<file path="config.mk">
export PLATFORM = sky130hd
export DESIGN_NAME = accumulator_alu_with_flags_flat
export DESIGN_NICKNAME = d
export VERILOG_FILES = /design/src/design/aalu_pkg.sv /design/src/design/aalu_in_if.sv /design/src/design/aalu_out_if.sv /design/src/design/accumulator_alu_with_flags.sv /design/src/flat_wrapper.sv
export SDC_FILE = /design/constraint.sdc
export NUM_CORES = 1
export LEC_CHECK = 0
export BUFFER_PORTS_ARGS = -buffer_cell sky130_fd_sc_hd__buf_2
export CAP_MARGIN = 20
export CORE_ASPECT_RATIO = 1.1
export CORE_MARGIN = 5
export CORE_UTILIZATION = 50
export CTS_CLUSTER_SIZE = 10
export DETAILED_ROUTE_END_ITERATION = 10
export PLACE_DENSITY = 0.76
export SYNTH_ARGS = -nofsm -noshare
export SYNTH_HDL_FRONTEND = slang
export SYNTH_SLANG_ARGS = --single-unit
</file>
<file path="constraint.sdc">
create_clock -name clk -period 4.08 [get_ports clk]
set_input_delay 1.224 -clock clk [delete_from_list [all_inputs] [get_ports clk]]
set_output_delay 1.224 -clock clk [all_outputs]
set_load 0.02 [all_outputs]
</file>
<file path="src/design/aalu_pkg.sv">
// Shared widths and operation codes for the accumulator ALU.
package aalu_pkg;

  localparam int unsigned KIND_W = 5;
  localparam int unsigned BYTE_W = 8;

  typedef logic [BYTE_W-1:0] byte_t;

  typedef enum logic [KIND_W-1:0] {
    OP_LDA = 5'd0,
    OP_LDX = 5'd1,
    OP_LDY = 5'd2,
    OP_ADC = 5'd3,
    OP_SBC = 5'd4,
    OP_AND = 5'd5,
    OP_ORA = 5'd6,
    OP_EOR = 5'd7,
    OP_ASL = 5'd8,
    OP_LSR = 5'd9,
    OP_ROL = 5'd10,
    OP_ROR = 5'd11,
    OP_TAX = 5'd12,
    OP_TAY = 5'd13,
    OP_TXA = 5'd14,
    OP_TYA = 5'd15,
    OP_CLC = 5'd16,
    OP_SEC = 5'd17,
    OP_CLI = 5'd18,
    OP_SEI = 5'd19,
    OP_SED = 5'd20
  } kind_t;

  typedef struct packed {
    logic c;
    logic z;
    logic n;
    logic v;
    logic i;
    logic d;
  } flags_t;

endpackage

</file>
<file path="src/design/aalu_in_if.sv">
// Input channel: operation kind and operand byte.
interface aalu_in_if
  import aalu_pkg::*;
();
  logic                valid;
  logic                ready;
  logic [KIND_W-1:0]   kind;
  byte_t               operand;

  modport source (output valid, output kind, output operand, input ready);
  modport sink   (input valid, input kind, input operand, output ready);
endinterface

</file>
<file path="src/design/aalu_out_if.sv">
// Result channel: registers and flags after each item.
interface aalu_out_if
  import aalu_pkg::*;
();
  logic  valid;
  logic  ready;
  byte_t acc_out;
  byte_t x_out;
  byte_t y_out;
  logic  carry_out;
  logic  zero_out;
  logic  negative_out;
  logic  overflow_out;
  logic  irq_disable_out;
  logic  decimal_out;

  modport source (
    output valid, output acc_out, output x_out, output y_out, output carry_out,
    output zero_out, output negative_out, output overflow_out,
    output irq_disable_out, output decimal_out, input ready
  );
  modport sink (
    input valid, input acc_out, input x_out, input y_out, input carry_out,
    input zero_out, input negative_out, input overflow_out,
    input irq_disable_out, input decimal_out, output ready
  );
endinterface

</file>
<file path="src/design/accumulator_alu_with_flags.sv">
// Accumulator ALU top level: A, X, Y and flags, one item per cycle while results drain.
// The result is registered and valid in the cycle after the item is accepted.
// Throughput: one item per cycle; the architectural registers double as the
// result register, so an item is taken whenever the result slot is empty or drains.
// Reset: A, X, Y and C, Z, N, V, D clear, I sets; no result pending.
module accumulator_alu_with_flags
  import aalu_pkg::*;
(
  input  logic        clk,
  input  logic        rst_n,
  aalu_in_if.sink     in_ch,
  aalu_out_if.source  out_ch
);

  byte_t  a_r, a_nxt;
  byte_t  x_r, x_nxt;
  byte_t  y_r, y_nxt;
  flags_t f_r, f_nxt;
  logic   out_valid_r;
  logic   accept;

  logic [BYTE_W:0] sum;
  byte_t           m_add;
  byte_t           zn_val;
  logic            zn_upd;

  assign in_ch.ready = !out_valid_r || out_ch.ready;
  assign accept      = in_ch.valid && in_ch.ready;

  always_comb begin
    a_nxt  = a_r;
    x_nxt  = x_r;
    y_nxt  = y_r;
    f_nxt  = f_r;
    zn_val = a_r;
    zn_upd = 1'b0;
    m_add  = (in_ch.kind == OP_SBC) ? ~in_ch.operand : in_ch.operand;
    sum    = {1'b0, a_r} + {1'b0, m_add} + {{BYTE_W{1'b0}}, f_r.c};
    case (in_ch.kind)
      OP_LDA: begin a_nxt = in_ch.operand; zn_val = a_nxt; zn_upd = 1'b1; end
      OP_LDX: begin x_nxt = in_ch.operand; zn_val = x_nxt; zn_upd = 1'b1; end
      OP_LDY: begin y_nxt = in_ch.operand; zn_val = y_nxt; zn_upd = 1'b1; end
      OP_ADC, OP_SBC: begin
        a_nxt   = sum[BYTE_W-1:0];
        f_nxt.c = sum[BYTE_W];
        f_nxt.v = ~(a_r[BYTE_W-1] ^ m_add[BYTE_W-1]) & (a_r[BYTE_W-1] ^ a_nxt[BYTE_W-1]);
        zn_val  = a_nxt;
        zn_upd  = 1'b1;
      end
      OP_AND: begin a_nxt = a_r & in_ch.operand; zn_val = a_nxt; zn_upd = 1'b1; end
      OP_ORA: begin a_nxt = a_r | in_ch.operand; zn_val = a_nxt; zn_upd = 1'b1; end
      OP_EOR: begin a_nxt = a_r ^ in_ch.operand; zn_val = a_nxt; zn_upd = 1'b1; end
      OP_ASL: begin
        f_nxt.c = a_r[BYTE_W-1];
        a_nxt   = {a_r[BYTE_W-2:0], 1'b0};
        zn_val  = a_nxt;
        zn_upd  = 1'b1;
      end
      OP_LSR: begin
        f_nxt.c = a_r[0];
        a_nxt   = {1'b0, a_r[BYTE_W-1:1]};
        zn_val  = a_nxt;
        zn_upd  = 1'b1;
      end
      OP_ROL: begin
        f_nxt.c = a_r[BYTE_W-1];
        a_nxt   = {a_r[BYTE_W-2:0], f_r.c};
        zn_val  = a_nxt;
        zn_upd  = 1'b1;
      end
      OP_ROR: begin
        f_nxt.c = a_r[0];
        a_nxt   = {f_r.c, a_r[BYTE_W-1:1]};
        zn_val  = a_nxt;
        zn_upd  = 1'b1;
      end
      OP_TAX: begin x_nxt = a_r; zn_val = a_r; zn_upd = 1'b1; end
      OP_TAY: begin y_nxt = a_r; zn_val = a_r; zn_upd = 1'b1; end
      OP_TXA: begin a_nxt = x_r; zn_val = x_r; zn_upd = 1'b1; end
      OP_TYA: begin a_nxt = y_r; zn_val = y_r; zn_upd = 1'b1; end
      OP_CLC: f_nxt.c = 1'b0;
      OP_SEC: f_nxt.c = 1'b1;
      OP_CLI: f_nxt.i = 1'b0;
      OP_SEI: f_nxt.i = 1'b1;
      OP_SED: f_nxt.d = 1'b1;
      default: ;
    endcase
    if (zn_upd) begin
      f_nxt.z = (zn_val == '0);
      f_nxt.n = zn_val[BYTE_W-1];
    end
  end

  always_ff @(posedge clk) begin
    if (!rst_n) begin
      a_r         <= '0;
      x_r         <= '0;
      y_r         <= '0;
      f_r         <= '{c: 1'b0, z: 1'b0, n: 1'b0, v: 1'b0, i: 1'b1, d: 1'b0};
      out_valid_r <= 1'b0;
    end else begin
      if (accept) begin
        a_r <= a_nxt;
        x_r <= x_nxt;
        y_r <= y_nxt;
        f_r <= f_nxt;
      end
      if (accept) begin
        out_valid_r <= 1'b1;
      end else if (out_ch.ready) begin
        out_valid_r <= 1'b0;
      end
    end
  end

  assign out_ch.valid           = out_valid_r;
  assign out_ch.acc_out         = a_r;
  assign out_ch.x_out           = x_r;
  assign out_ch.y_out           = y_r;
  assign out_ch.carry_out       = f_r.c;
  assign out_ch.zero_out        = f_r.z;
  assign out_ch.negative_out    = f_r.n;
  assign out_ch.overflow_out    = f_r.v;
  assign out_ch.irq_disable_out = f_r.i;
  assign out_ch.decimal_out     = f_r.d;

endmodule

</file>
<file path="src/flat_wrapper.sv">
// flat-port wrapper written by rule: the top's interface ports become plain ports
module accumulator_alu_with_flags_flat import aalu_pkg::*;
  (clk, rst_n, in_ch_valid, in_ch_kind, in_ch_operand, in_ch_ready, out_ch_valid, out_ch_acc_out, out_ch_x_out, out_ch_y_out, out_ch_carry_out, out_ch_zero_out, out_ch_negative_out, out_ch_overflow_out, out_ch_irq_disable_out, out_ch_decimal_out, out_ch_ready);
  aalu_in_if in_ch_i ();
  aalu_out_if out_ch_i ();
  input  logic clk;
  input  logic rst_n;
  input wire logic [$bits(in_ch_i.valid)-1:0] in_ch_valid;
  input wire logic [$bits(in_ch_i.kind)-1:0] in_ch_kind;
  input wire logic [$bits(in_ch_i.operand)-1:0] in_ch_operand;
  output wire logic [$bits(in_ch_i.ready)-1:0] in_ch_ready;
  output wire logic [$bits(out_ch_i.valid)-1:0] out_ch_valid;
  output wire logic [$bits(out_ch_i.acc_out)-1:0] out_ch_acc_out;
  output wire logic [$bits(out_ch_i.x_out)-1:0] out_ch_x_out;
  output wire logic [$bits(out_ch_i.y_out)-1:0] out_ch_y_out;
  output wire logic [$bits(out_ch_i.carry_out)-1:0] out_ch_carry_out;
  output wire logic [$bits(out_ch_i.zero_out)-1:0] out_ch_zero_out;
  output wire logic [$bits(out_ch_i.negative_out)-1:0] out_ch_negative_out;
  output wire logic [$bits(out_ch_i.overflow_out)-1:0] out_ch_overflow_out;
  output wire logic [$bits(out_ch_i.irq_disable_out)-1:0] out_ch_irq_disable_out;
  output wire logic [$bits(out_ch_i.decimal_out)-1:0] out_ch_decimal_out;
  input wire logic [$bits(out_ch_i.ready)-1:0] out_ch_ready;
  assign in_ch_i.valid = in_ch_valid;
  assign in_ch_i.kind = in_ch_kind;
  assign in_ch_i.operand = in_ch_operand;
  assign in_ch_ready = in_ch_i.ready;
  assign out_ch_valid = out_ch_i.valid;
  assign out_ch_acc_out = out_ch_i.acc_out;
  assign out_ch_x_out = out_ch_i.x_out;
  assign out_ch_y_out = out_ch_i.y_out;
  assign out_ch_carry_out = out_ch_i.carry_out;
  assign out_ch_zero_out = out_ch_i.zero_out;
  assign out_ch_negative_out = out_ch_i.negative_out;
  assign out_ch_overflow_out = out_ch_i.overflow_out;
  assign out_ch_irq_disable_out = out_ch_i.irq_disable_out;
  assign out_ch_decimal_out = out_ch_i.decimal_out;
  assign out_ch_i.ready = out_ch_ready;
  accumulator_alu_with_flags u_core (.clk(clk), .rst_n(rst_n), .in_ch(in_ch_i), .out_ch(out_ch_i));
endmodule
</file>
# After elaboration in Yosys (flattened, before gate mapping)
# Cells that the tools add are included.
# word_totals
reg_bits,31
inputBits,17
out_inout_bits,32
word_cells,74
# classes
add_sub_neg,2
n_eq_ne,20
mux,10
bitwise_logic,8
reduce_logical,24
# ops
operator,n
$pmux W8 S11,2
$eq A5 B4 Y1 const B,8
$pmux W8 S2,2
$eq A5 B5 Y1 const B,5
$eq A5 B3 Y1 const B,4
$reduce_and A2 Y1,8
$reduce_or A16 Y1,1
$reduce_bool A11 Y1,1
$eq A5 B2 Y1 const B,2
$add A8 B8 Y9,1
$add A9 B1 Y9,1
$and A8 B8 Y8,1
$logic_not A8 Y1,1
$mux W8,1
$not A8 Y8,1
$or A8 B8 Y8,1
$reduce_bool A2 Y1,4
$xor A8 B8 Y8,1
$reduce_or A2 Y1,3
$eq A5 B1 Y1 const B,1
$logic_not A5 Y1,1
$pmux W1 S5,1
$reduce_bool A5 Y1,1
$mux W1,3
other kinds (8),9

# Longest topological paths before layout
# Gate-level depths: netlist (run 1).
# depth
ltp_word,6
mapped_depth,15
ltp_nobuf,14

# Worst setup path after synthesis (run 1)
# OpenSTA, ideal clock, no wires.
# synth_timing
kind,in2reg
start,in in_ch_kind[3]
end,reg u_core.f_r (netlist bit u_core.out_ch.zero_out)
setup_time_ps,69
arrival_ps,3929
required_ps,4011
setup_slack_ps,82
stages,15
path_buffers,2
cell_sequence,buf_2 > buf_2 > nor2_1 > nand2_1 > xnor2_1 > fa_1 > inv_1 > fa_1 > a211o_1 > and3_1 > o22ai_1 > xnor2_1 > o211ai_1 > nand4bb_1 > o21ai_1
# synth_via
elab_chain_len,6
elab_cells_between_ends,26
cone_classes,2 x add/sub; 15 x eq/ne; 3 x mux; 6 x reduce/logical
# synth_rtl
element,line_no,source
"start, declared",flat_wrapper.sv:9,input wire logic [$bits(in_ch_i.kind)-1:0] in_ch_kind;
$eq A5 B3 Y1,"accumulator_alu_with_flags.sv:37, accumulator_alu_with_flags.sv:39",
$mux W8,accumulator_alu_with_flags.sv:37,m_add = (in_ch.kind == OP_SBC) ? ~in_ch.operand : in_ch.operand;
$add A8 B8 Y9,accumulator_alu_with_flags.sv:38,"sum = {1'b0, a_r} + {1'b0, m_add} + {{BYTE_W{1'b0}}, f_r.c};"
$add A9 B1 Y9,accumulator_alu_with_flags.sv:38,
$pmux W8 S11,accumulator_alu_with_flags.sv:39,case (in_ch.kind)
$logic_not A8 Y1,accumulator_alu_with_flags.sv:89,f_nxt.z = (zn_val == '0);
"end signal, assigned",accumulator_alu_with_flags.sv:99,"f_r <= '{c: 1'b0, z: 1'b0, n: 1'b0, v: 1'b0, i: 1'b1, d: 1'b0};"
"end signal, assigned",accumulator_alu_with_flags.sv:106,f_r <= f_nxt;
"end, declared",accumulator_alu_with_flags.sv:18,"flags_t f_r, f_nxt;"
# Parallel ways exist; a longest one is shown, timed or not.
# A chain may end at the register's enable or synchronous reset.

# Final worst setup path (run 1)
# layout_timing
start,in in_ch_kind[1]
end,reg u_core.f_r (netlist bit u_core.out_ch.zero_out)
# The elaborated chain is that of the path after synthesis.

==> metrics.md, run 1 <==
| Metric | Value |
|---|---|
| Die width | `80.49 um` |
| Count of buffers from port buffering | `48` |
| Antenna Violating Nets Remaining | `0` |
| Setup Skew | `0.01053 ns` |
| Overall power | `0.8758 mW` |
| Worst path slowest cell | `nor4b_1` |
| P_sw | `0.2791 mW` |
| Cells on Worst Hold Path | `2` |
| Initial Utilization | `50.98%` |
| Worst-skew pair later-pin latency | `0.29 ns` |
| Post-CTS Setup Bufs | `0` |
| Final nets | `437` |
| Period Utilization, post-route | `99.61%` |
| Bufs on Longest Clock Path | `2` |
| Mean post-synth cell area | `7.944 um^2` |
| GPL Wtd Cong | `0.9793` |
| FF-to-FF setup slack | `1.14 ns` |
| Hold Crit Class | `reg2reg` |
| Commonest non-fill, non-tap cell in the layout | `buf_2` |
| GRT Util Overall | `24.14%` |
| Crit path top cell by count | `fa_1` |
| EDFF count, synth | `0` |
| CTS resizes | `0` |
| Overflow after GRT | `0` |
| Synthesized area | `0.002733 mm^2` |
| Clock tree sinks | `31` |
| Unique masters post-synth | `63` |
| Area of the multi-input gates | `0.001946 mm^2` |
| Asr flop ratio synth | `0%` |
| Drt drc | `0` |
| Largest net degree at the start of global routing | `33` |
| CTS root buf | `clkbuf_8` |
| Top cells by area, synth | `dfxtp_1 23%, ha_1 11%, o211a_1 5.9%, nand2_1 5.8%, o211ai_1 5.2%` |
| Sequential-to-total area share from yosys stat | `22.71%` |
| CP Data Arrival Time | `4.29 ns` |
| Worst EP required | `4.31 ns` |
| Cell family contributing the most delay on the critical path | `simple AND/OR/NAND/NOR gates` |
| Gate power share | `25.0%` |
| Fin. max-slew vios | `0` |
| PwrDens | `274.8 mW/mm^2` |
| Ys Warns | `0` |
| Drt first pass iters | `5` |
| Outcome | `complete, no violations` |
| Post-Syn Nets | `387` |
| First-pass GRT wire length | `13290 um` |
| Util after Layout | `59.45%` |
| Die H | `87.54 um` |
| Sw frac | `31.87%` |
| Critical-path cell list | `buf_2 > nand2b_1 > nor2_1 > nand2_1 > xnor2_1 > fa_1 > inv_1 > fa_1 > a211o_1 > a21oi_1 > or3_1 > nand4_1 > nor4b_1 > nand4bb_1 > o21ai_1` |
| Critical path fanouts, max | `3` |
| Core area | `0.005360 mm^2` |
| Ys flop type | `dfxtp_1` |
| Vias in the first global route | `2735` |
| Area Growth Syn to Fin | `16.62%` |
| Capturing point of the worst reg2reg path | `u_core.out_ch.zero_out$_SDFFE_PN0P_` |
| Fillers | `518` |
| Setup WS pre-CTS | `-0.1126 ns` |
| Die area | `0.007045 mm^2` |
| Min setup slack post-route | `0.01580 ns` |
| FP Rows | `28` |
| Total of max-cap violations | `0` |
| Min-Delay Endpoint | `u_core.out_ch.zero_out$_SDFFE_PN0P_` |
| Hold Startpoint | `u_core.out_ch.zero_out$_SDFFE_PN0P_` |
| CP Buf/Inv Count | `2` |
| RSZ-0062 raised after global routing | `false` |
| Clk pin slew, worst setup/hold paths | `0.07 ns` |
| Final min period | `4.064 ns` |
| Crit path largest cell delay | `0.56 ns` |
| # setup viols final | `0` |
| CP startpoint kind | `primary input` |
| Layout cells sized above 1 | `21.01%` |
| Rel. slew slack | `44.75%` |
| Worst setup path class | `in2reg` |
| Register Area | `620.6 um^2` |
| Peak supply drop | `0.2037 mV` |
| Final hold vios | `0` |
| Post-Route WL | `8291 um` |
| Pleak | `1.588 nW` |
| Clock Power Share | `36.8%` |
| Gate Count Post-Synth | `344` |
| RR Startpoint | `u_core.out_ch.acc_out[0]$_SDFFE_PN0P_` |
| Antenna fix cells | `0` |
| Synthesized flop and latch total | `31` |
| Hold slack | `0.4790 ns` |
| Synth area leader | `dfxtp_1` |
| Fmax | `0.2461 GHz` |
| CTS tree | `done` |
| Cts bufs inserted | `5` |
| Worst slew pin tran | `0.8219 ns` |
| Pint | `0.5966 mW` |
| H-tree Lvls | `2` |
| Post-DP HPWL | `6121 um` |
| Initial antenna violation count | `0` |
| Share of Yosys cell area claimed by the top area cell type | `22.71%` |
| First-iteration detailed-routing DRC count | `235` |
| Most frequent cells in the layout | `48 x buf_2, 42 x nand2_1, 31 x dfxtp_1` |
| Seq pwr share | `38.3%` |
| R2R depth | `11` |
| Vias/cell | `6.153` |
| Top-Level Pins | `49` |
| Post-DR wirelength/cell | `17.64 um` |
| Crit. End Element | `register` |
| Vias post-DR | `2892` |
| Hold Buf Count CTS | `0` |
==> registers in the layout, indices dropped and copies added, names as in the netlist <==
signal and count:
u_core.out_ch.x_out 8, u_core.out_ch.negative_out 1, u_core.out_ch.valid 1, u_core.out_ch.decimal_out 1
u_core.out_ch.zero_out 1, u_core.out_ch.overflow_out 1, u_core.out_ch.irq_disable_out 1, u_core.out_ch.y_out 8
u_core.out_ch.acc_out 8, u_core.out_ch.carry_out 1
==> cell usage after synthesis, types with 4 or more instances <==
cell type and n:
nand3_1 4, nor2_1 28, inv_1 20, clkbuf_1 7
ha_1 24, nor2b_1 4, nand4_1 4, xnor2_1 12
o21ai_0 20, a31oi_1 6, nand2b_1 6, buf_2 7
dfxtp_1 31, a21oi_1 16, mux2i_1 6, o211a_1 16
nand2_1 42, o211ai_1 19
==> worst max-delay path by stage <==
| stage | end | cells after the start | from |
|---|---|---|---|
| after floorplan | u_core.out_ch.zero_out$_SDFFE_PN0P_ | 15 | in_ch_kind[3] |
| after global placement | u_core.out_ch.zero_out$_SDFFE_PN0P_ | 15 | in_ch_kind[1] |
| after detailed placement | u_core.out_ch.zero_out$_SDFFE_PN0P_ | 15 | in_ch_kind[1] |
| after CTS | u_core.out_ch.zero_out$_SDFFE_PN0P_ | 15 | in_ch_kind[1] |
| after global routing | u_core.out_ch.zero_out$_SDFFE_PN0P_ | 15 | in_ch_kind[1] |
| final | u_core.out_ch.zero_out$_SDFFE_PN0P_ | 15 | in_ch_kind[1] |
==> metrics by stage <==
stage	cells	TNS [ns]	cell area (um^2)
after floorplan	344	0	2733
after global placement	462	-0.01224	3069
after detailed placement	462	-0.1126	3069
after CTS	470	0	3187
after global routing	470	0	3187
final	470	0	3187
==> cells by family (layout without fill, tap and decap cells) <==
logic type / after synthesis / count (layout) / share of synthesized area (%)
XOR/XNOR: 13 / 13 / 4.167
multiplexers: 6 / 6 / 2.198
buffers and inverters: 38 / 89 / 6.089
AND/OR/NAND/NOR: 119 / 119 / 22.62
flip-flops: 31 / 31 / 22.71
AO/OA/AOI/OAI: 111 / 111 / 29.76
adder cells (fa/ha/maj): 26 / 26 / 12.45
==> routing by layer <==
layer  vias to the layer above  wire length, um  global-route usage, %  share of wire [%]
met1                      1365             3521                  30.30                 42
met2                       133             3862                  39.38                 47
met4                         0              333                  12.90                4.0
met3                        23              573                  4.218                6.9
li1                       1371                -                      -                  -
met5                         -                0                      0                  0
==> cell type report <==
| class | instances | area share, % |
|---|---|---|
| clock buffer | 6 | 2.591 |
| clock inverter | 2 | 1.099 |
| inverter | 21 | 2.473 |
| multi-input combinational | 275 | 61.05 |
| sequential | 31 | 19.47 |
| tap | 75 | 2.945 |
| timing repair buffer | 60 | 10.37 |
==> worst min-delay path, cell delays in order (launching register included) <==
cell and delay (ns):
dfxtp_1 0.32, nand3_1 0.06, o21ai_1 0.05
==> power groups by stage <==
stage | logic [mW] | registers [mW] | clock network (mW)
global placement | 0.211 | 0.341 | 0
global route | 0.240 | 0.336 | 0.340
floorplan | 0.137 | 0.349 | 0
detailed placement | 0.214 | 0.341 | 0
finish | 0.219 | 0.335 | 0.322
CTS | 0.216 | 0.334 | 0.325
No activity file was read; power rests on OpenSTA's default activity.
==> inputs of run 2 (changes only) <==
CORE_UTILIZATION = 51   (was 50)
PLACE_DENSITY = 0.77   (was 0.76)
==> run 2 against run 1 <==
  * Clock power is 21% lower
  * Via count grew 1.6%
  * Routed wire length up 1.6%
  * Worst hold slack gained 0.00057 ns
  * Critical path depth did not move
  * Die area is 1.7% lower
==> metrics.md, run 2 (same netlist as run 1, synthesis figures left out) <==
| Metric | Value |
|---|---|
| H-tree Lvls | `2 (unchanged)` |
| Worst setup path class | `in2reg (unchanged)` |
| Worst slew pin tran | `0.9016 ns (was 0.8219 ns)` |
| Clk pin slew, worst setup/hold paths | `0.07 ns (about the same)` |
| Total of max-cap violations | `0 (unchanged)` |
| First-iteration detailed-routing DRC count | `232 (was 235)` |
| R2R depth | `9 (was 11)` |
| Cts bufs inserted | `5 (unchanged)` |
| Fillers | `485 (was 518)` |
| Outcome | `complete, no violations (unchanged)` |
| P_sw | `0.2785 mW (was 0.2791 mW)` |
| Antenna fix cells | `0 (unchanged)` |
| Final nets | `436 (was 437)` |
| # setup viols final | `0 (unchanged)` |
| CTS tree | `done (unchanged)` |
| Layout cells sized above 1 | `20.61% (was 21.01%)` |
| Overflow after GRT | `0 (unchanged)` |
| Hold Buf Count CTS | `0 (unchanged)` |
| Die H | `86.77 um (was 87.54 um)` |
| Most frequent cells in the layout | `48 x buf_2, 42 x nand2_1, 31 x dfxtp_1 (unchanged)` |
| Final min period | `3.822 ns (was 4.064 ns)` |
| Final hold vios | `0 (unchanged)` |
| PwrDens | `257.0 mW/mm^2 (was 274.8 mW/mm^2)` |
| Sw frac | `34.40% (was 31.87%)` |
| FP Rows | `28 (unchanged)` |
| Peak supply drop | `0.1792 mV (was 0.2037 mV)` |
| Die area | `0.006923 mm^2 (was 0.007045 mm^2)` |
| Largest net degree at the start of global routing | `33 (unchanged)` |
| Antenna Violating Nets Remaining | `0 (unchanged)` |
| CTS root buf | `clkbuf_8 (unchanged)` |
| Commonest non-fill, non-tap cell in the layout | `buf_2 (unchanged)` |
| Core area | `0.005290 mm^2 (was 0.005360 mm^2)` |
| Vias/cell | `6.280 (was 6.153)` |
| First-pass GRT wire length | `13760 um (was 13290 um)` |
| Setup WS pre-CTS | `0.04013 ns (was -0.1126 ns)` |
| Post-DP HPWL | `6104 um (was 6121 um)` |
| Min setup slack post-route | `0.2579 ns (was 0.01580 ns)` |
| Clock Power Share | `31.5% (was 36.8%)` |
| Cells on Worst Hold Path | `2 (unchanged)` |
| Hold Crit Class | `reg2reg (unchanged)` |
| Fin. max-slew vios | `0 (unchanged)` |
| Critical path fanouts, max | `3 (unchanged)` |
| Post-CTS Setup Bufs | `0 (unchanged)` |
| Pint | `0.5311 mW (was 0.5966 mW)` |
| Gate power share | `27.1% (was 25.0%)` |
| Vias post-DR | `2939 (was 2892)` |
| Pleak | `1.569 nW (was 1.588 nW)` |
| Setup TNS Final | `0 ns (unchanged)` |
| RSZ-0062 raised after global routing | `false (unchanged)` |
| CTS resizes | `0 (unchanged)` |
| Rel. slew slack | `39.56% (was 44.75%)` |
| Vias in the first global route | `2847 (was 2735)` |
| Initial Utilization | `51.66% (was 50.98%)` |
| CP Data Arrival Time | `4.00 ns (was 4.29 ns)` |
| Post-DR wirelength/cell | `18.00 um (was 17.64 um)` |
| Period Utilization, post-route | `93.68% (was 99.61%)` |
| Fmax | `0.2616 GHz (was 0.2461 GHz)` |
| Non-filler cells, final | `468 (was 470)` |
| Count of buffers from port buffering | `48 (unchanged)` |
| FF-to-FF setup slack | `1.34 ns (was 1.14 ns)` |
| Worst EP required | `4.26 ns (was 4.31 ns)` |
| Overall power | `0.8095 mW (was 0.8758 mW)` |
| Crit. End Element | `register (unchanged)` |
| Initial antenna violation count | `0 (unchanged)` |
| Seq pwr share | `41.4% (was 38.3%)` |
| GPL Wtd Cong | `0.9180 (was 0.9793)` |
| Clock tree sinks | `31 (unchanged)` |
| Bufs on Longest Clock Path | `2 (unchanged)` |
| Die width | `79.79 um (was 80.49 um)` |
| Top-Level Pins | `49 (unchanged)` |
| CP startpoint kind | `primary input (unchanged)` |
| Worst-skew pair later-pin latency | `0.29 ns (about the same)` |
| Post-Route WL | `8423 um (was 8291 um)` |
| Drt first pass iters | `5 (unchanged)` |
| GRT Util Overall | `25.01% (was 24.14%)` |
| DP Cell Count | `461 (was 462)` |
| Area Growth Syn to Fin | `15.25% (was 16.62%)` |
| Drt drc | `0 (unchanged)` |
| Setup Skew | `0.004039 ns (was 0.01053 ns)` |
==> run 2: changes by cell type in the layout (fill, tap and decap cells not counted) <==
cell,delta
buf_4,-1
bufinv_16,-1
==> run 2: final cells by class <==
cell class / count / area (um^2) / area share (%)
multi-input combinational: 275 / 1946 / 61.78
clock inverter: 1 / 5.005 / 0.1589
sequential: 31 / 620.6 / 19.71
timing repair buffer: 59 / 322.8 / 10.25
tap: 75 / 93.84 / 2.980
inverter: 21 / 78.83 / 2.503
clock buffer: 6 / 82.58 / 2.622
==> run 2: worst paths after layout <==
path                                                                 start                                          to
worst min register to register  u_core.out_ch.irq_disable_out$_SDFFE_PN1P_  u_core.out_ch.irq_disable_out$_SDFFE_PN1P_
worst max-delay path                                         in_ch_kind[1]        u_core.out_ch.carry_out$_SDFFE_PN0P_
worst min-delay path            u_core.out_ch.irq_disable_out$_SDFFE_PN1P_  u_core.out_ch.irq_disable_out$_SDFFE_PN1P_
worst max register to register       u_core.out_ch.acc_out[0]$_SDFFE_PN0P_         u_core.out_ch.zero_out$_SDFFE_PN0P_
==> run 2: critical path, cell delays in order <==
cell	delay [ns]
buf_2	0.10
nand2b_1	0.18
nor2_1	0.18
nand2_1	0.12
xnor2_1	0.19
fa_1	0.27
inv_1	0.07
fa_1	0.40
a211o_1	0.31
and3_1	0.19
o22ai_1	0.20
nor2_1	0.06
o21ai_0	0.27
a211o_1	0.18
a21boi_0	0.07
==> run 2: power groups by stage <==
stage          clock (mW)  combinational, mW  sequential [mW]
6_report            0.255              0.219            0.335
3_5_place_dp            0              0.213            0.341
2_1_floorplan           0              0.137            0.349
4_1_cts             0.255              0.215            0.334
5_1_grt             0.269              0.242            0.337
3_3_place_gp            0              0.208            0.341
==> run 2: through the flow <==
step	instance area, um^2	hold slack, ns	utilization, %
final	3149	0.4796	59.53
after global routing	3149	0.5110	59.53
after CTS	3149	0.4840	59.53
after detailed placement	3062	0.4670	57.88
after global placement	3062	0.4629	57.88
after floorplan	2733	0.5359	-
==> run 2: metal layers <==
layer | global-route usage, % | vias to the layer above | share of wire [%]
met4 | 11.98 | 0 | 3.9
met5 | 0 | - | 0
met1 | 30.23 | 1391 | 41
met2 | 43.05 | 150 | 47
met3 | 3.950 | 31 | 7.6
li1 | - | 1367 | -
==> inputs of run 3 (changes only) <==
ABC_AREA = 1   (was default)
CORE_UTILIZATION = 52   (was 51)
PLACE_DENSITY = 0.78   (was 0.77)
clock period = 3.5 ns   (was 4.08 ns; I/O delays follow)
==> run 3 against run 2 <==
  * Die area increased by 3.9%
  * Worst hold slack got worse by 0.029 ns
  * Cell count increased by 27%
  * Synthesized area increased by 6.5%
  * First-iteration DRC count increased by 27%
  * Clock skew decreased by 0.00087 ns
  * Power increased by 16%
  * Via count increased by 15%
  * Register-to-register slack got worse by 0.11 ns
==> metrics.md, run 3 <==
| Metric | Value |
|---|---|
| Fmax | `0.3264 GHz` |
| CTS resizes | `0 (unchanged)` |
| Fin. max-slew vios | `0 (unchanged)` |
| Register Area | `620.6 um^2 (unchanged)` |
| M1 wire length | `4025 um (was 3490 um)` |
| Hold Crit Class | `reg2reg (unchanged)` |
| Unique masters post-synth | `35 (was 63)` |
| Fillers | `537 (was 485)` |
| Largest net degree at the start of global routing | `24 (was 33)` |
| Synthesized area | `0.002910 mm^2 (was 0.002733 mm^2)` |
| Commonest non-fill, non-tap cell in the layout | `nand2_1 (was buf_2)` |
| Synthesized flop and latch total | `31 (unchanged)` |
| Pint | `0.5946 mW (was 0.5311 mW)` |
| Worst path slowest cell | `fa_1 (unchanged)` |
| Top layer reached by signal wires | `met4 (unchanged)` |
| CP startpoint kind | `primary input (unchanged)` |
| Setup Skew | `0.003171 ns (was 0.004039 ns)` |
| Vias in the first global route | `3169 (was 2847)` |
| Total of max-cap violations | `0 (unchanged)` |
| Overflow after GRT | `0 (unchanged)` |
| Die width | `81.33 um (was 79.79 um)` |
| Pleak | `1.712 nW (was 1.569 nW)` |
| Final nets | `561 (was 436)` |
| Overall power | `0.9400 mW (was 0.8095 mW)` |
| Met3 WL post-DR | `797 um (was 636 um)` |
| Met2 routed WL | `4430 um (was 3964 um)` |
| Cts bufs inserted | `5 (unchanged)` |
| Worst EP required | `3.72 ns (was 4.26 ns)` |
| Post-DR wirelength/cell | `16.10 um (was 18.00 um)` |
| Sequential-to-total area share from yosys stat | `21.32% (was 22.71%)` |
| GPL Wtd Cong | `0.9801 (was 0.9180)` |
| Setup TNS Final | `0 ns (unchanged)` |
| Peak supply drop | `0.1326 mV (was 0.1792 mV)` |
| Most instantiated cells after synthesis | `107 x nand2_1, 66 x nand3_1, 52 x nor2_1, 43 x inv_1, 31 x dfxtp_1 (was 42 x nand2_1, 31 x dfxtp_1, 28 x nor2_1, 24 x ha_1)` |
| Clock tree sinks | `31 (unchanged)` |
| Worst-skew pair later-pin latency | `0.29 ns (about the same)` |
| EDFF count, synth | `0 (unchanged)` |
| FP Rows | `28 (unchanged)` |
| Gate Count Post-Synth | `463 (was 344)` |
| Antenna fix cells | `0 (unchanged)` |
| P_sw | `0.3454 mW (was 0.2785 mW)` |
| Synth area leader | `dfxtp_1 (unchanged)` |
| GRT Util Overall | `28.14% (was 25.01%)` |
| RSZ-0062 raised after global routing | `false (unchanged)` |
| Share of Yosys cell area claimed by the top area cell type | `21.32% (was 22.71%)` |
| Outcome | `complete, no violations (unchanged)` |
| Clock Power Share | `29.6% (was 31.5%)` |
| Post-Route WL | `9566 um (was 8423 um)` |
| Critical-path cell list | `buf_2 > nor2_1 > nand3_2 > buf_4 > xor2_1 > fa_1 > or2_2 > nand3_1 > nand3_1 > nor2_1 > nand2_1 > nor2_1 > nand3_1 > a21oi_1 (was buf_2 > nand2b_1 > nor2_1 > nand2_1 > xnor2_1 > fa_1 > inv_1 > fa_1 > a211o_1 > and3_1 > o22ai_1 > nor2_1 > o21ai_0 > a211o_1 > a21boi_0)` |
| Die area | `0.007194 mm^2 (was 0.006923 mm^2)` |
| Post-DP HPWL | `7381 um (was 6104 um)` |
| Worst setup path class | `in2reg (unchanged)` |
| CTS tree | `done (unchanged)` |
| Die H | `88.46 um (was 86.77 um)` |
| Most frequent cells in the layout | `107 x nand2_1, 66 x nand3_1, 52 x nor2_1 (was 48 x buf_2, 42 x nand2_1, 31 x dfxtp_1)` |
| Layout cells sized above 1 | `18.88% (was 20.61%)` |
| Period Utilization, post-route | `87.52%` |
| Drt first pass iters | `5 (unchanged)` |
| Sw frac | `36.74% (was 34.40%)` |
| Top-count cell post-synth | `nand2_1 (unchanged)` |
| CP Data Arrival Time | `3.28 ns (was 4.00 ns)` |
| # setup viols final | `0 (unchanged)` |
| Adder and majority gate portion of the synthesized area | `11.69% (was 12.45%)` |
| Antenna Violating Nets Remaining | `0 (unchanged)` |
| Compound-Gate Fraction of Synth Area | `15.05% (was 29.76%)` |
| Initial antenna violation count | `0 (unchanged)` |
| Vias/cell | `5.673 (was 6.280)` |
| Area Growth Syn to Fin | `14.96% (was 15.25%)` |
| Worst slew pin tran | `0.6867 ns (was 0.9016 ns)` |
| Final min period | `3.063 ns` |
| First-pass GRT wire length | `15580 um (was 13760 um)` |
| Largest family of logic cells by synthesized area | `simple AND/OR/NAND/NOR gates (was compound AO/OA/AOI/OAI gates)` |
| Ys Warns | `0 (unchanged)` |
| Count of buffers from port buffering | `48 (unchanged)` |
| Vias post-DR | `3370 (was 2939)` |
| Post-CTS Setup Bufs | `0 (unchanged)` |
| Post-Syn Nets | `506 (was 387)` |
| Crit. End Element | `register (unchanged)` |
| Top-Level Pins | `49 (unchanged)` |
| Ys flop type | `dfxtp_1 (unchanged)` |
| Post-Synth XOR/XNOR Area | `2.709% (was 4.167%)` |
| First-iteration detailed-routing DRC count | `295 (was 232)` |
| PwrDens | `280.9 mW/mm^2 (was 257.0 mW/mm^2)` |
| Core area | `0.005395 mm^2 (was 0.005290 mm^2)` |
| Gate power share | `28.8% (was 27.1%)` |
| Asr flop ratio synth | `0% (unchanged)` |
| H-tree Lvls | `2 (unchanged)` |
| Drt drc | `0 (unchanged)` |
| Rel. slew slack | `54.22% (was 39.56%)` |
| Mean post-synth cell area | `6.286 um^2 (was 7.944 um^2)` |
| Final hold vios | `0 (unchanged)` |
| Seq pwr share | `41.6% (was 41.4%)` |
| Bufs on Longest Clock Path | `2 (unchanged)` |
| Crit path largest cell delay | `0.44 ns (was 0.40 ns)` |
| Area of the multi-input gates | `0.002006 mm^2 (was 0.001946 mm^2)` |
| Hold Buf Count CTS | `0 (unchanged)` |
| Synth Area in Simple Gates | `39.47% (was 22.62%)` |
| Mux cell area share after synthesis | `0% (was 2.198%)` |
| Top cells by area, synth | `dfxtp_1 21%, nand2_1 14%, nand3_1 11%, ha_1 10%, nor2_1 6.7% (was dfxtp_1 23%, ha_1 11%, o211a_1 5.9%, nand2_1 5.8%, o211ai_1 5.2%)` |
| Initial Utilization | `53.94% (was 51.66%)` |
| CTS root buf | `clkbuf_8 (unchanged)` |
| Critical path fanouts, max | `9 (was 3)` |
| Clk pin slew, worst setup/hold paths | `0.07 ns (about the same)` |
[run 3: cell types whose count changed in the layout (fill, tap and decap cells not counted), sizes merged, moves of 12 or more]
cell | previous run | this run
nand3 | 4 | 68
xnor2 | 12 | 0
a31oi | 6 | 20
o211ai | 19 | 0
nor2 | 29 | 58
o211a | 16 | 0
inv | 21 | 52
nand2 | 42 | 111
[run 3: final timing paths]
check                                                                 from                                    endpoint  slack [ns]  depth (start not counted)
worst max-delay path                                         in_ch_kind[1]         u_core.out_ch.zero_out$_SDFFE_PN0P_        0.44                         14
worst min register to register  u_core.out_ch.irq_disable_out$_SDFFE_PN1P_  u_core.out_ch.irq_disable_out$_SDFFE_PN1P_        0.45                          2
worst max register to register       u_core.out_ch.acc_out[0]$_SDFFE_PN0P_         u_core.out_ch.zero_out$_SDFFE_PN0P_        1.23                         17
worst min-delay path            u_core.out_ch.irq_disable_out$_SDFFE_PN1P_  u_core.out_ch.irq_disable_out$_SDFFE_PN1P_        0.45                          2
[run 3: through the flow]
step | std cells | worst slack (ns) | hold WS [ns] | util, % | instance area [um^2]
3_5_place_dp | 586 | 0.1734 | 0.4398 | 60.51 | 3264
2_1_floorplan | 463 | 0.1698 | 0.5423 | - | 2910
3_3_place_gp | 586 | 0.2370 | 0.4378 | 60.51 | 3264
6_report | 594 | 0.4366 | 0.4508 | 62.01 | 3346
4_1_cts | 594 | 0.4670 | 0.4568 | 62.01 | 3346
5_1_grt | 594 | 0.1817 | 0.5173 | 62.01 | 3346
[run 3: cell type report]
cell class	count	area share (%)
timing repair buffer	62	10.32
tap	75	2.805
clock inverter	1	0.1496
multi-input combinational	365	59.95
clock buffer	7	2.281
inverter	53	5.946
sequential	31	18.55
[run 3: power by group through the flow]
| stage | clock network [mW] | logic [mW] | registers (mW) |
|---|---|---|---|
| 6_report | 0.279 | 0.271 | 0.391 |
| 3_3_place_gp | 0 | 0.261 | 0.398 |
| 2_1_floorplan | 0 | 0.172 | 0.405 |
| 5_1_grt | 0.296 | 0.300 | 0.393 |
| 4_1_cts | 0.282 | 0.267 | 0.390 |
| 3_5_place_dp | 0 | 0.266 | 0.398 |
[run 3: critical path, delay by kind of cell]
kind / cells / cell delay, ns
xor gates and xnor gates: 1 / 0.18
buffers and inverters: 2 / 0.35
AOI/OAI and AO/OA: 1 / 0.11
adders and majority gates: 1 / 0.44
and+or+nand+nor: 9 / 1.15
[run 3: logic make-up after synthesis]
family / after synthesis
AND/OR/NAND/NOR: 256
AO/OA/AOI/OAI: 74
buffers and inverters: 67
flip-flops: 31
adder cells (fa/ha/maj): 26
XOR/XNOR: 9
[run 3: per-layer routing]
layer / global-route usage, % / vias to the layer above
met5: 0 / -
met4: 13.67 / 0
met3: 3.870 / 40
met2: 45.56 / 164
met1: 36.61 / 1507
li1: - / 1659
